## src/hw/rtl/chsa_pkg.sv

```systemverilog
// Package for the chroma hue/saturation adjust block.
// Holds field widths, register indexes, reset values and the sine/cosine ROM.
// No dependencies.
package chsa_pkg;

  localparam int SAMPLE_W = 8;
  localparam int HUE_W    = 9;
  localparam int GAIN_W   = 8;
  localparam int TRIG_W   = 9;
  localparam int CFG_AW   = 3;

  localparam logic CFG_IDX_HUE = 1'b0;
  localparam logic CFG_IDX_SAT = 1'b1;

  localparam logic signed [HUE_W-1:0] HUE_RESET = '0;
  localparam logic [GAIN_W-1:0]        SAT_RESET = 8'd64;

  typedef struct packed {
    logic signed [TRIG_W-1:0] sin_v;
    logic signed [TRIG_W-1:0] cos_v;
  } trig_t;

  // floor(128 * sin(k degrees)), k = 0..90
  localparam logic [7:0] QUARTER_SIN [0:90] = '{
    8'd0,   8'd2,   8'd4,   8'd6,   8'd8,   8'd11,  8'd13,  8'd15,  8'd17,  8'd20,
    8'd22,  8'd24,  8'd26,  8'd28,  8'd30,  8'd33,  8'd35,  8'd37,  8'd39,  8'd41,
    8'd43,  8'd45,  8'd47,  8'd50,  8'd52,  8'd54,  8'd56,  8'd58,  8'd60,  8'd62,
    8'd64,  8'd65,  8'd67,  8'd69,  8'd71,  8'd73,  8'd75,  8'd77,  8'd78,  8'd80,
    8'd82,  8'd83,  8'd85,  8'd87,  8'd88,  8'd90,  8'd92,  8'd93,  8'd95,  8'd96,
    8'd98,  8'd99,  8'd100, 8'd102, 8'd103, 8'd104, 8'd106, 8'd107, 8'd108, 8'd109,
    8'd110, 8'd111, 8'd113, 8'd114, 8'd115, 8'd116, 8'd116, 8'd117, 8'd118, 8'd119,
    8'd120, 8'd121, 8'd121, 8'd122, 8'd123, 8'd123, 8'd124, 8'd124, 8'd125, 8'd125,
    8'd126, 8'd126, 8'd126, 8'd127, 8'd127, 8'd127, 8'd127, 8'd127, 8'd127, 8'd127,
    8'd128
  };

  // Sine and cosine (x128, truncated toward zero) for a hue angle in degrees.
  function automatic trig_t hue_trig(input logic signed [HUE_W-1:0] hue);
    logic signed [HUE_W-1:0] h;
    logic [7:0] a;
    logic [7:0] k;
    logic [7:0] s_mag;
    logic [7:0] c_mag;
    logic       c_neg;
    trig_t      t;
    h = hue;
    if (h < -9'sd180) h = -9'sd180;
    if (h > 9'sd180) h = 9'sd180;
    a = h[HUE_W-1] ? 8'(-h) : 8'(h);
    if (a <= 8'd90) begin
      s_mag = QUARTER_SIN[a[6:0]];
      if (a == 8'd30 || a == 8'd90) s_mag = s_mag - 8'd1;
    end else if (a == 8'd180) begin
      s_mag = 8'd0;
    end else begin
      k = 8'd180 - a;
      s_mag = QUARTER_SIN[k[6:0]];
    end
    c_neg = 1'b0;
    if (a < 8'd90) begin
      k = 8'd90 - a;
      c_mag = QUARTER_SIN[k[6:0]];
    end else if (a == 8'd90) begin
      c_mag = 8'd0;
    end else begin
      k = a - 8'd90;
      c_mag = QUARTER_SIN[k[6:0]];
      if (k == 8'd30 || k == 8'd90) c_mag = c_mag - 8'd1;
      c_neg = 1'b1;
    end
    t.sin_v = h[HUE_W-1] ? -$signed({1'b0, s_mag}) : $signed({1'b0, s_mag});
    t.cos_v = c_neg ? -$signed({1'b0, c_mag}) : $signed({1'b0, c_mag});
    return t;
  endfunction

endpackage

```

## src/hw/rtl/chroma_hue_saturation_adjust.sv

```systemverilog
// Chroma hue/saturation adjust: 5-stage pipeline, one U,V item per cycle
// while out_tready is high. Each stage holds its item while downstream is
// stalled; the last stage is the output register, so input is still taken
// while a finished item waits, as long as an earlier stage is empty.
// Reset (synchronous, active low) empties the pipeline and sets hue 0, gain 64.
// Depends on chsa_pkg.
module chroma_hue_saturation_adjust (
  input  logic                          clk,
  input  logic                          rst_n,
  input  logic                          in_tvalid,
  output logic                          in_tready,
  input  logic [15:0]                   in_tdata,   // [7:0] u_in, [15:8] v_in
  output logic                          out_tvalid,
  input  logic                          out_tready,
  output logic [15:0]                   out_tdata,  // [7:0] u_out, [15:8] v_out
  input  logic                          cfg_psel,
  input  logic                          cfg_penable,
  input  logic                          cfg_pwrite,
  input  logic [chsa_pkg::CFG_AW-1:0]   cfg_paddr,
  input  logic [31:0]                   cfg_pwdata,
  output logic [31:0]                   cfg_prdata,
  output logic                          cfg_pready
);
  import chsa_pkg::*;

  logic signed [HUE_W-1:0] hue_r;
  logic [GAIN_W-1:0]       sat_r;
  logic                    cfg_wr;
  trig_t                   trig;

  logic v1_r, v2_r, v3_r, v4_r, v5_r;
  logic en1, en2, en3, en4, en5;

  logic signed [SAMPLE_W-1:0] u1_r, v1s_r;
  logic signed [TRIG_W-1:0]   sin1_r, cos1_r;
  logic signed [16:0]         p_uc, p_vs, p_vc, p_us;
  logic signed [9:0]          uc2_r, vs2_r, vc2_r, us2_r;
  logic signed [10:0]         u3_r, v3s_r;
  logic signed [GAIN_W:0]     gain_s;
  logic signed [19:0]         p_ug, p_vg;
  logic signed [13:0]         u4_r, v4s_r;
  logic signed [15:0]         u_sum, v_sum;
  logic [SAMPLE_W-1:0]        u_clip, v_clip;
  logic [SAMPLE_W-1:0]        u5_r, v5s_r;

  // configuration port
  assign cfg_pready = 1'b1;
  assign cfg_wr     = cfg_psel & cfg_penable & cfg_pwrite & cfg_pready;

  always_ff @(posedge clk) begin
    if (!rst_n) begin
      hue_r <= HUE_RESET;
      sat_r <= SAT_RESET;
    end else if (cfg_wr) begin
      if (cfg_paddr[2] == CFG_IDX_HUE) hue_r <= $signed(cfg_pwdata[HUE_W-1:0]);
      if (cfg_paddr[2] == CFG_IDX_SAT) sat_r <= cfg_pwdata[GAIN_W-1:0];
    end
  end

  always_comb begin
    unique case (cfg_paddr[2])
      CFG_IDX_HUE: cfg_prdata = {{(32-HUE_W){hue_r[HUE_W-1]}}, hue_r};
      CFG_IDX_SAT: cfg_prdata = {{(32-GAIN_W){1'b0}}, sat_r};
      default:     cfg_prdata = '0;
    endcase
  end

  // stage enables: advance where the stage is empty or its item moves on
  assign en5       = ~v5_r | out_tready;
  assign en4       = ~v4_r | en5;
  assign en3       = ~v3_r | en4;
  assign en2       = ~v2_r | en3;
  assign en1       = ~v1_r | en2;
  assign in_tready = en1;

  always_ff @(posedge clk) begin
    if (!rst_n) begin
      v1_r <= 1'b0;
      v2_r <= 1'b0;
      v3_r <= 1'b0;
      v4_r <= 1'b0;
      v5_r <= 1'b0;
    end else begin
      if (en1) v1_r <= in_tvalid;
      if (en2) v2_r <= v1_r;
      if (en3) v3_r <= v2_r;
      if (en4) v4_r <= v3_r;
      if (en5) v5_r <= v4_r;
    end
  end

  // stage 1: recenter samples, look up sine and cosine
  assign trig = hue_trig(hue_r);

  always_ff @(posedge clk) begin
    if (en1) begin
      u1_r   <= $signed({~in_tdata[7], in_tdata[6:0]});
      v1s_r  <= $signed({~in_tdata[15], in_tdata[14:8]});
      sin1_r <= trig.sin_v;
      cos1_r <= trig.cos_v;
    end
  end

  // stage 2: rotation products, floor shift by 7
  assign p_uc = u1_r * cos1_r;
  assign p_vs = v1s_r * sin1_r;
  assign p_vc = v1s_r * cos1_r;
  assign p_us = u1_r * sin1_r;

  always_ff @(posedge clk) begin
    if (en2) begin
      uc2_r <= 10'(p_uc >>> 7);
      vs2_r <= 10'(p_vs >>> 7);
      vc2_r <= 10'(p_vc >>> 7);
      us2_r <= 10'(p_us >>> 7);
    end
  end

  // stage 3: combine rotated terms
  always_ff @(posedge clk) begin
    if (en3) begin
      u3_r  <= 11'(uc2_r) + 11'(vs2_r);
      v3s_r <= 11'(vc2_r) - 11'(us2_r);
    end
  end

  // stage 4: saturation gain, floor shift by 6
  assign gain_s = $signed({1'b0, sat_r});
  assign p_ug   = u3_r * gain_s;
  assign p_vg   = v3s_r * gain_s;

  always_ff @(posedge clk) begin
    if (en4) begin
      u4_r  <= 14'(p_ug >>> 6);
      v4s_r <= 14'(p_vg >>> 6);
    end
  end

  // stage 5: restore offset, clamp to a byte
  assign u_sum = 16'(u4_r) + 16'sd128;
  assign v_sum = 16'(v4s_r) + 16'sd128;

  always_comb begin
    priority if (u_sum < 16'sd0)   u_clip = 8'd0;
    else if (u_sum > 16'sd255)     u_clip = 8'd255;
    else                           u_clip = u_sum[7:0];
    priority if (v_sum < 16'sd0)   v_clip = 8'd0;
    else if (v_sum > 16'sd255)     v_clip = 8'd255;
    else                           v_clip = v_sum[7:0];
  end

  always_ff @(posedge clk) begin
    if (en5) begin
      u5_r  <= u_clip;
      v5s_r <= v_clip;
    end
  end

  assign out_tvalid = v5_r;
  assign out_tdata  = {v5s_r, u5_r};

endmodule

```

## config.mk

```make
export PLATFORM = sky130hd
export DESIGN_NAME = chroma_hue_saturation_adjust
export DESIGN_NICKNAME = d
export VERILOG_FILES = /design/src/hw/rtl/chsa_pkg.sv /design/src/hw/rtl/chroma_hue_saturation_adjust.sv
export SDC_FILE = /design/constraint.sdc
export NUM_CORES = 2
export LEC_CHECK = 0
export ABC_AREA = 1
export BUFFER_PORTS_ARGS = -buffer_cell sky130_fd_sc_hd__buf_4
export CAP_MARGIN = 25
export CORE_ASPECT_RATIO = 2
export CORE_MARGIN = 2
export CORE_UTILIZATION = 39
export DETAILED_ROUTE_END_ITERATION = 6
export MAX_ROUTING_LAYER = met4
export PLACE_DENSITY_LB_ADDON = 0.12
export SLEW_MARGIN = 20
export SYNTH_ARGS = -nofsm -noshare
export SYNTH_HDL_FRONTEND = slang
export SYNTH_SLANG_ARGS = --single-unit
```

## constraint.sdc

```tcl
create_clock -name clk -period 5.4 [get_ports clk]
set_clock_uncertainty 0.2 [all_clocks]
set_input_delay 0.27 -clock clk [delete_from_list [all_inputs] [get_ports clk]]
set_output_delay 0.27 -clock clk [all_outputs]
set_load 0.1 [all_outputs]
```

# After elaboration in Yosys (flattened, before gate mapping)
# Memory sizes are Yosys's and may differ from the RTL's.
# Index checks and enable logic that the tools add are counted.
word_totals:
  output_inout_bits: 51
  regBits: 162
  elab_cells: 109
  romBits: 4096
  mem_count: 4
  in_bits: 58
classes:
  bitwise_logic: 19
  n_eq_ne: 5
  add_sub_neg: 12
  mux: 24
  n_mul: 6
  magnitude_cmp: 12
  n_reduce_logical: 4
memory_table:
  columns: ["name", "words", "word_bits", "read_ports", "rd_ports_with_merged_regs", "write_ports", "line", "rtl"]
  rows:
  - ["(no name shown)", 128, 8, 1, 0, 0, "chsa_pkg.sv:67", "c_mag = QUARTER_SIN[k[6:0]];"]
  - ["(no name shown)", 128, 8, 1, 0, 0, "chsa_pkg.sv:62", "c_mag = QUARTER_SIN[k[6:0]];"]
  - ["(no name shown)", 128, 8, 1, 0, 0, "chsa_pkg.sv:57", "s_mag = QUARTER_SIN[k[6:0]];"]
  - ["(no name shown)", 128, 8, 1, 0, 0, "chsa_pkg.sv:51", "s_mag = QUARTER_SIN[a[6:0]];"]
ops:
  columns: ["cell", "n"]
  rows:
  - ["$mux W8", 19]
  - ["$mul A8 B9 Y17", 4]
  - ["$pmux W32 S2", 1]
  - ["$mul A11 B9 Y20", 2]
  - ["$ge A8 B8 Y1 const B", 4]
  - ["$not A7 Y8", 4]
  - ["$add A14 B9 Y15 const B", 2]
  - ["$gt A15 B9 Y1 const B", 2]
  - ["$lt A15 B1 Y1 const B", 2]
  - ["$mux W9", 2]
  - ["$neg A8 Y9", 2]
  - ["$eq A8 B5 Y1 const B", 2]
  - ["$eq A8 B7 Y1 const B", 2]
  - ["$sub A8 B1 Y8 const B", 2]
  - ["$add A10 B10 Y11", 1]
  - ["$sub A10 B10 Y11", 1]
  - ["$gt A9 B9 Y1 const B", 1]
  - ["$lt A9 B9 Y1 const B", 1]
  - ["$eq A8 B8 Y1 const B", 1]
  - ["$le A8 B7 Y1 const B", 1]
  - ["$lt A8 B7 Y1 const B", 1]
  - ["$neg A8 Y8", 1]
  - ["$not A1 Y1", 8]
  - ["$sub A8 B7 Y8 const B", 1]
  - ["7 further kinds", 15]

# Logic depth before layout (Yosys ltp)
logic_depth:
  ltp_word: 17
  mapped_depth: 50
  ltp_nobuf: 43

# Worst setup path after synthesis
# No wires, ideal clock.
synth_timing:
  path_kind: "reg-to-reg"
  from: "reg hue_r[2]"
  to: "reg cos1_r[6], data pin"
  setup_ns: 0.249
  stages_incl_launch_ff: 49
  n_path_buf: 7
  arrival_ns: 5.329
  synth_period_minus_slack_ns: 5.778
  setup_slack_ns: -0.378
  path_cell_list: "dfxtp_1 -> inv_1 -> o211ai_1 -> nand2_1 -> nand2_1 -> nand2_1 -> ha_1 -> buf_6 -> nor2_1 -> nand3_1 -> nand2_1 -> nand3_2 -> buf_6 -> nand2_4 -> buf_2 -> ha_1 -> nor2_1 -> nand3b_1 -> (+13 left out) -> nand2_1 -> nand2_1 -> nand3_2 -> nand2_1 -> nand2_2 -> nand2_1 -> nand2_1 -> nand2_1 -> nand2_1 -> inv_1 -> ha_1 -> nand3_1 -> nor2_1 -> nand2_1 -> nand2_1 -> nand2_1 -> nand2_1 -> inv_1"
synth_lines:
  columns: ["element", "line", "rtl"]
  rows:
  - ["start: declaration", "chroma_hue_saturation_adjust.sv:26", "logic signed [HUE_W-1:0] hue_r;"]
  - ["start signal: assignment", "chroma_hue_saturation_adjust.sv:55", "if (cfg_paddr[2] == CFG_IDX_HUE) hue_r <= $signed(cfg_pwdata[HUE_W-1:0]);"]
  - ["end signal: assignment", "chroma_hue_saturation_adjust.sv:100", "cos1_r <= trig.cos_v;"]
  - ["end: declaration", "chroma_hue_saturation_adjust.sv:35", "logic signed [TRIG_W-1:0] sin1_r, cos1_r;"]

# Final worst setup path
layout_timing:
  from: "reg sin1_r[6]"
  to: "reg us2_r[9], data pin"
layout_between:
  elab_chain_len: 1
layout_lines:
  columns: ["element", "line", "rtl"]
  rows:
  - ["start: declaration", "chroma_hue_saturation_adjust.sv:35", null]
  - ["start signal: assignment", "chroma_hue_saturation_adjust.sv:99", "sin1_r <= trig.sin_v;"]
  - ["$mul A8 B9 Y17", "chroma_hue_saturation_adjust.sv:108", "assign p_us = u1_r * sin1_r;"]
  - ["via p_us[16]", "chroma_hue_saturation_adjust.sv:36", "logic signed [16:0] p_uc, p_vs, p_vc, p_us;"]
  - ["end signal: assignment", "chroma_hue_saturation_adjust.sv:115", "us2_r <= 10'(p_us >>> 7);"]
  - ["end: declaration", "chroma_hue_saturation_adjust.sv:37", "logic signed [9:0] uc2_r, vs2_r, vc2_r, us2_r;"]
# The timed path passes the listed nets, and every way through them passes these cells.
# A chain may end at the register's enable or synchronous reset.

==> out/results.tsv <==
stage	metric	value	unit
timing	post-route-period-util	96.2	%
critical_path	arrival	5230	ps
pwr	p_total	16.0	mW
clock_network	path_clk_slew	80	ps
clock_network	cts_buffers	17	
synth	yosys.cell_types.count	58	
synth	synthArstFlopShare	0	%
die	core_area	69800	µm²
synth	synth_flop_cell	edfxtp_1	
drt	wl_per_cell	16.0	µm
synth	yosysWarnings	0	
timing	hold_violations	0	
timing	finalSetupTns	0	ps
critical_path	critPathSlowestCell	fa_1	
clock_network	cts_tree	done	
global_route	grt_pass1_vias	23600	
critical_path	cp-end-kind	flop	
global_route	grt_antenna_before_repair	0	
drt	antenna_left	0	
clock_network	insertion_delay	490	ps
critical_path	critPathKind	reg2reg	
timing	final_max_slew_viol_count	0	
die	rows	137	
timing	setup_viol	0	
timing	slew_headroom	31.7	%
synth	netlist_area	27500	µm²
die	dieArea	72800	µm²
worst_hold_path	min_from	cfg_penable	
placement	place_congestion	0.944	
critical_path	start_kind	flop	
clock_network	clockRootBuffer	clkbuf_16	
final_layout	fin_cells	4635	
synth	syn_area_per_cell	7.91	µm²
global_route	grt_pass1_wl	120	mm
drt	dr.pass1.iters	5	
drt	via_count	22000	
die	dieWidth	192	µm
synth	syn_nets	4155	
worst_hold_path	hp-class	in2reg	
pwr	ir_worst_vdd	495	µV
synth	ys_seq_area_share	16.9	%
worst_hold_path	min_path_cells	5	
timing	fin_crit	5200	ps
critical_path	crit_start	sin1_r[6]	
clock_network	clk_path_buf_depth	2	
critical_path	reg2regPathDepth	23	
timing	tightest_slew	1020	ps
die	start_util	39.4	%
timing	fmax	0.192	GHz
critical_path	worst_path_most_repeated_cell	a21oi_2	
critical_path	max_stage_delay	510	ps
placement	dpl.hpwl	63.6	mm
critical_path	reg2reg_from	sin1_r[6]	
job	drv_cap	0	
final_layout	syn_to_final_growth	15.2	%
placement	placed_cells	4558	
die	die_h	380	µm
critical_path	cp.depth	23	
final_layout	layout_common_cells	inv_1 (883), nand2_1 (827), fa_1 (380)	
clock_network	ctsHtreeMaxLevel	4	
clock_network	clock-sinks	162	
final_layout	final_common_cell	inv_1	
drt	drc_errors	0	
global_route	grt_start_max_net_pins	41	
global_route	gr-total-overflow	0	
placement	io_buffers	82	
synth	syn_inst	3481	
pwr	powerDensity	505	nW/µm²
critical_path	cp_top_family	adder cells	
drt	routed_via_density	4.74	
synth	synth_edf_count	140	
final_layout	drive_above_1_share	14.4	%
final_layout	nNetsFinal	4393	
pwr	p_leak	17.6	nW
critical_path	crit_required	5440	ps
drt	routed_wl	74.2	mm
final_layout	fin_util	45.4	%
critical_path	critPathMaxFanout	7	
timing	grt_setup_unrepaired	true	
die	ioPinCount	109	
global_route	gr-usage-all-layers	22.1	%
critical_path	cp_cell_sequence	buf_4 > buf_4 > nand2_1 > inv_1 > ha_1 > inv_1 > fa_1 > fa_1 > fa_1 > inv_1 > ha_1 > o21ai_1 > nand2_1 > a21o_1 > a21oi_2 > o21bai_2 > a21oi_2 > o21bai_1 > a21o_1 > a21oi_2 > o21bai_2 > a21oi_2 > xor2_1	
final_layout	n_antenna_cell	0	
drt	drt_iter0_markers	967	
status	status	finished clean	
synth	ys_ff_latch	162	
critical_path	path_buf_inv	5	
synth_stat cells (10+ instances only):
| library cell | count | area [µm²] |
|---|---|---|
| inv_1 | 887 | 3330 |
| nand4_1 | 17 | 106 |
| buf_6 | 14 | 158 |
| o21ai_1 | 23 | 115 |
| o21bai_1 | 18 | 135 |
| inv_2 | 20 | 75.1 |
| o211ai_1 | 16 | 120 |
| nor3_1 | 16 | 80.1 |
| fa_1 | 380 | 7610 |
| clkbuf_1 | 76 | 285 |
| nor2_1 | 123 | 462 |
| nor2_2 | 11 | 68.8 |
| dfxtp_1 | 22 | 440 |
| edfxtp_1 | 140 | 4200 |
| xnor2_1 | 37 | 324 |
| nand2_1 | 835 | 3130 |
| clkbuf_2 | 15 | 75.1 |
| ha_1 | 236 | 2950 |
| o21ai_0 | 113 | 566 |
| nand3_1 | 124 | 621 |
| nand2_4 | 10 | 113 |
| xor2_1 | 92 | 806 |
| a21oi_1 | 101 | 505 |
| buf_4 | 32 | 240 |
| nand2_2 | 32 | 200 |
worst paths after layout:
kind           endpoint  slack [ps]
max            us2_r[9]         200
min            hue_r[6]          70
max reg2reg    us2_r[9]         200
min reg2reg  out_tvalid         270
routing by layer:
metal	track usage, %	wire, µm	vias up
met2	44.1	43500	306
met1	21.5	26400	10700
met4	7.81	2700	0
met3	2.04	1520	135
li1	-	-	10800
met5	-	0	-
cells by family after synthesis:
kind of cell	share of synthesized area, %
adders and majority gates	38.4
muxes	0.0364
xor gates and xnor gates	4.52
DFF	16.9
other	0.0136
buffers and inverters	15.4
AOI/OAI and AO/OA	6.35
and+or+nand+nor	18.4
cell type report:
cell class	count	area, µm²
well taps	903	1130
multi-input cells	2260	18900
fillers	7162	38100
clock buffers	18	439
clock inverters	14	114
flip-flops and latches	162	4650
inverters	911	3440
repair buffers	367	3050
sequential cells by signal, summed over array words and instances, names as in the netlist, 8 cells and up:
register,count
cos1_r,9
hue_r,9
sat_r,8
sin1_r,9
u1_r,8
u3_r,11
u4_r,14
u5_r,8
uc2_r,10
us2_r,10
v1s_r,8
v3s_r,11
v4s_r,14
v5s_r,8
vc2_r,10
vs2_r,10
through the flow:
step           setup WS, ps  area (µm²)  hold slack (ps)
2_1_floorplan          5.70       27500              169
3_5_place_dp          -5.75       30400              250
6_report                203       31700             65.5
5_1_grt               -62.5       31700             75.6
4_1_cts                11.1       31300             23.8
3_3_place_gp           32.4       30400              249
report_power, final:
part	internal [mW]	total [mW]	leakage (nW)	switching (mW)
sequential	2.48	2.91	1.68	0.431
clock	0.614	1.21	0.284	0.594
combinational	4.82	11.9	15.7	7.06
total	7.92	16.0	17.6	8.08
timing repair:
| item | 4_1_cts | 5_1_grt |
|---|---|---|
| hold buffers | 31 | 0 |
| pin swaps | 0 | 40 |
| setup endpoints to repair | 1 | 36 |
| resized for setup | 0 | 84 |
| setup buffers | 2 | 14 |
| hold endpoints to repair | 34 | 0 |
worst register-to-register path: stages, from the launching register on:
cell and delay (ps):
edfxtp_1 480, buf_4 210, buf_4 170, nand2_1 60, inv_1 40, ha_1 280
inv_1 80, fa_1 440, fa_1 510, fa_1 490, inv_1 40, ha_1 260
o21ai_1 80, nand2_1 90, a21o_1 220, a21oi_2 180, o21bai_2 110, a21oi_2 160
o21bai_1 120, a21o_1 220, a21oi_2 200, o21bai_2 120, a21oi_2 150, xor2_1 80
Power figures use the tool's default switching activity.
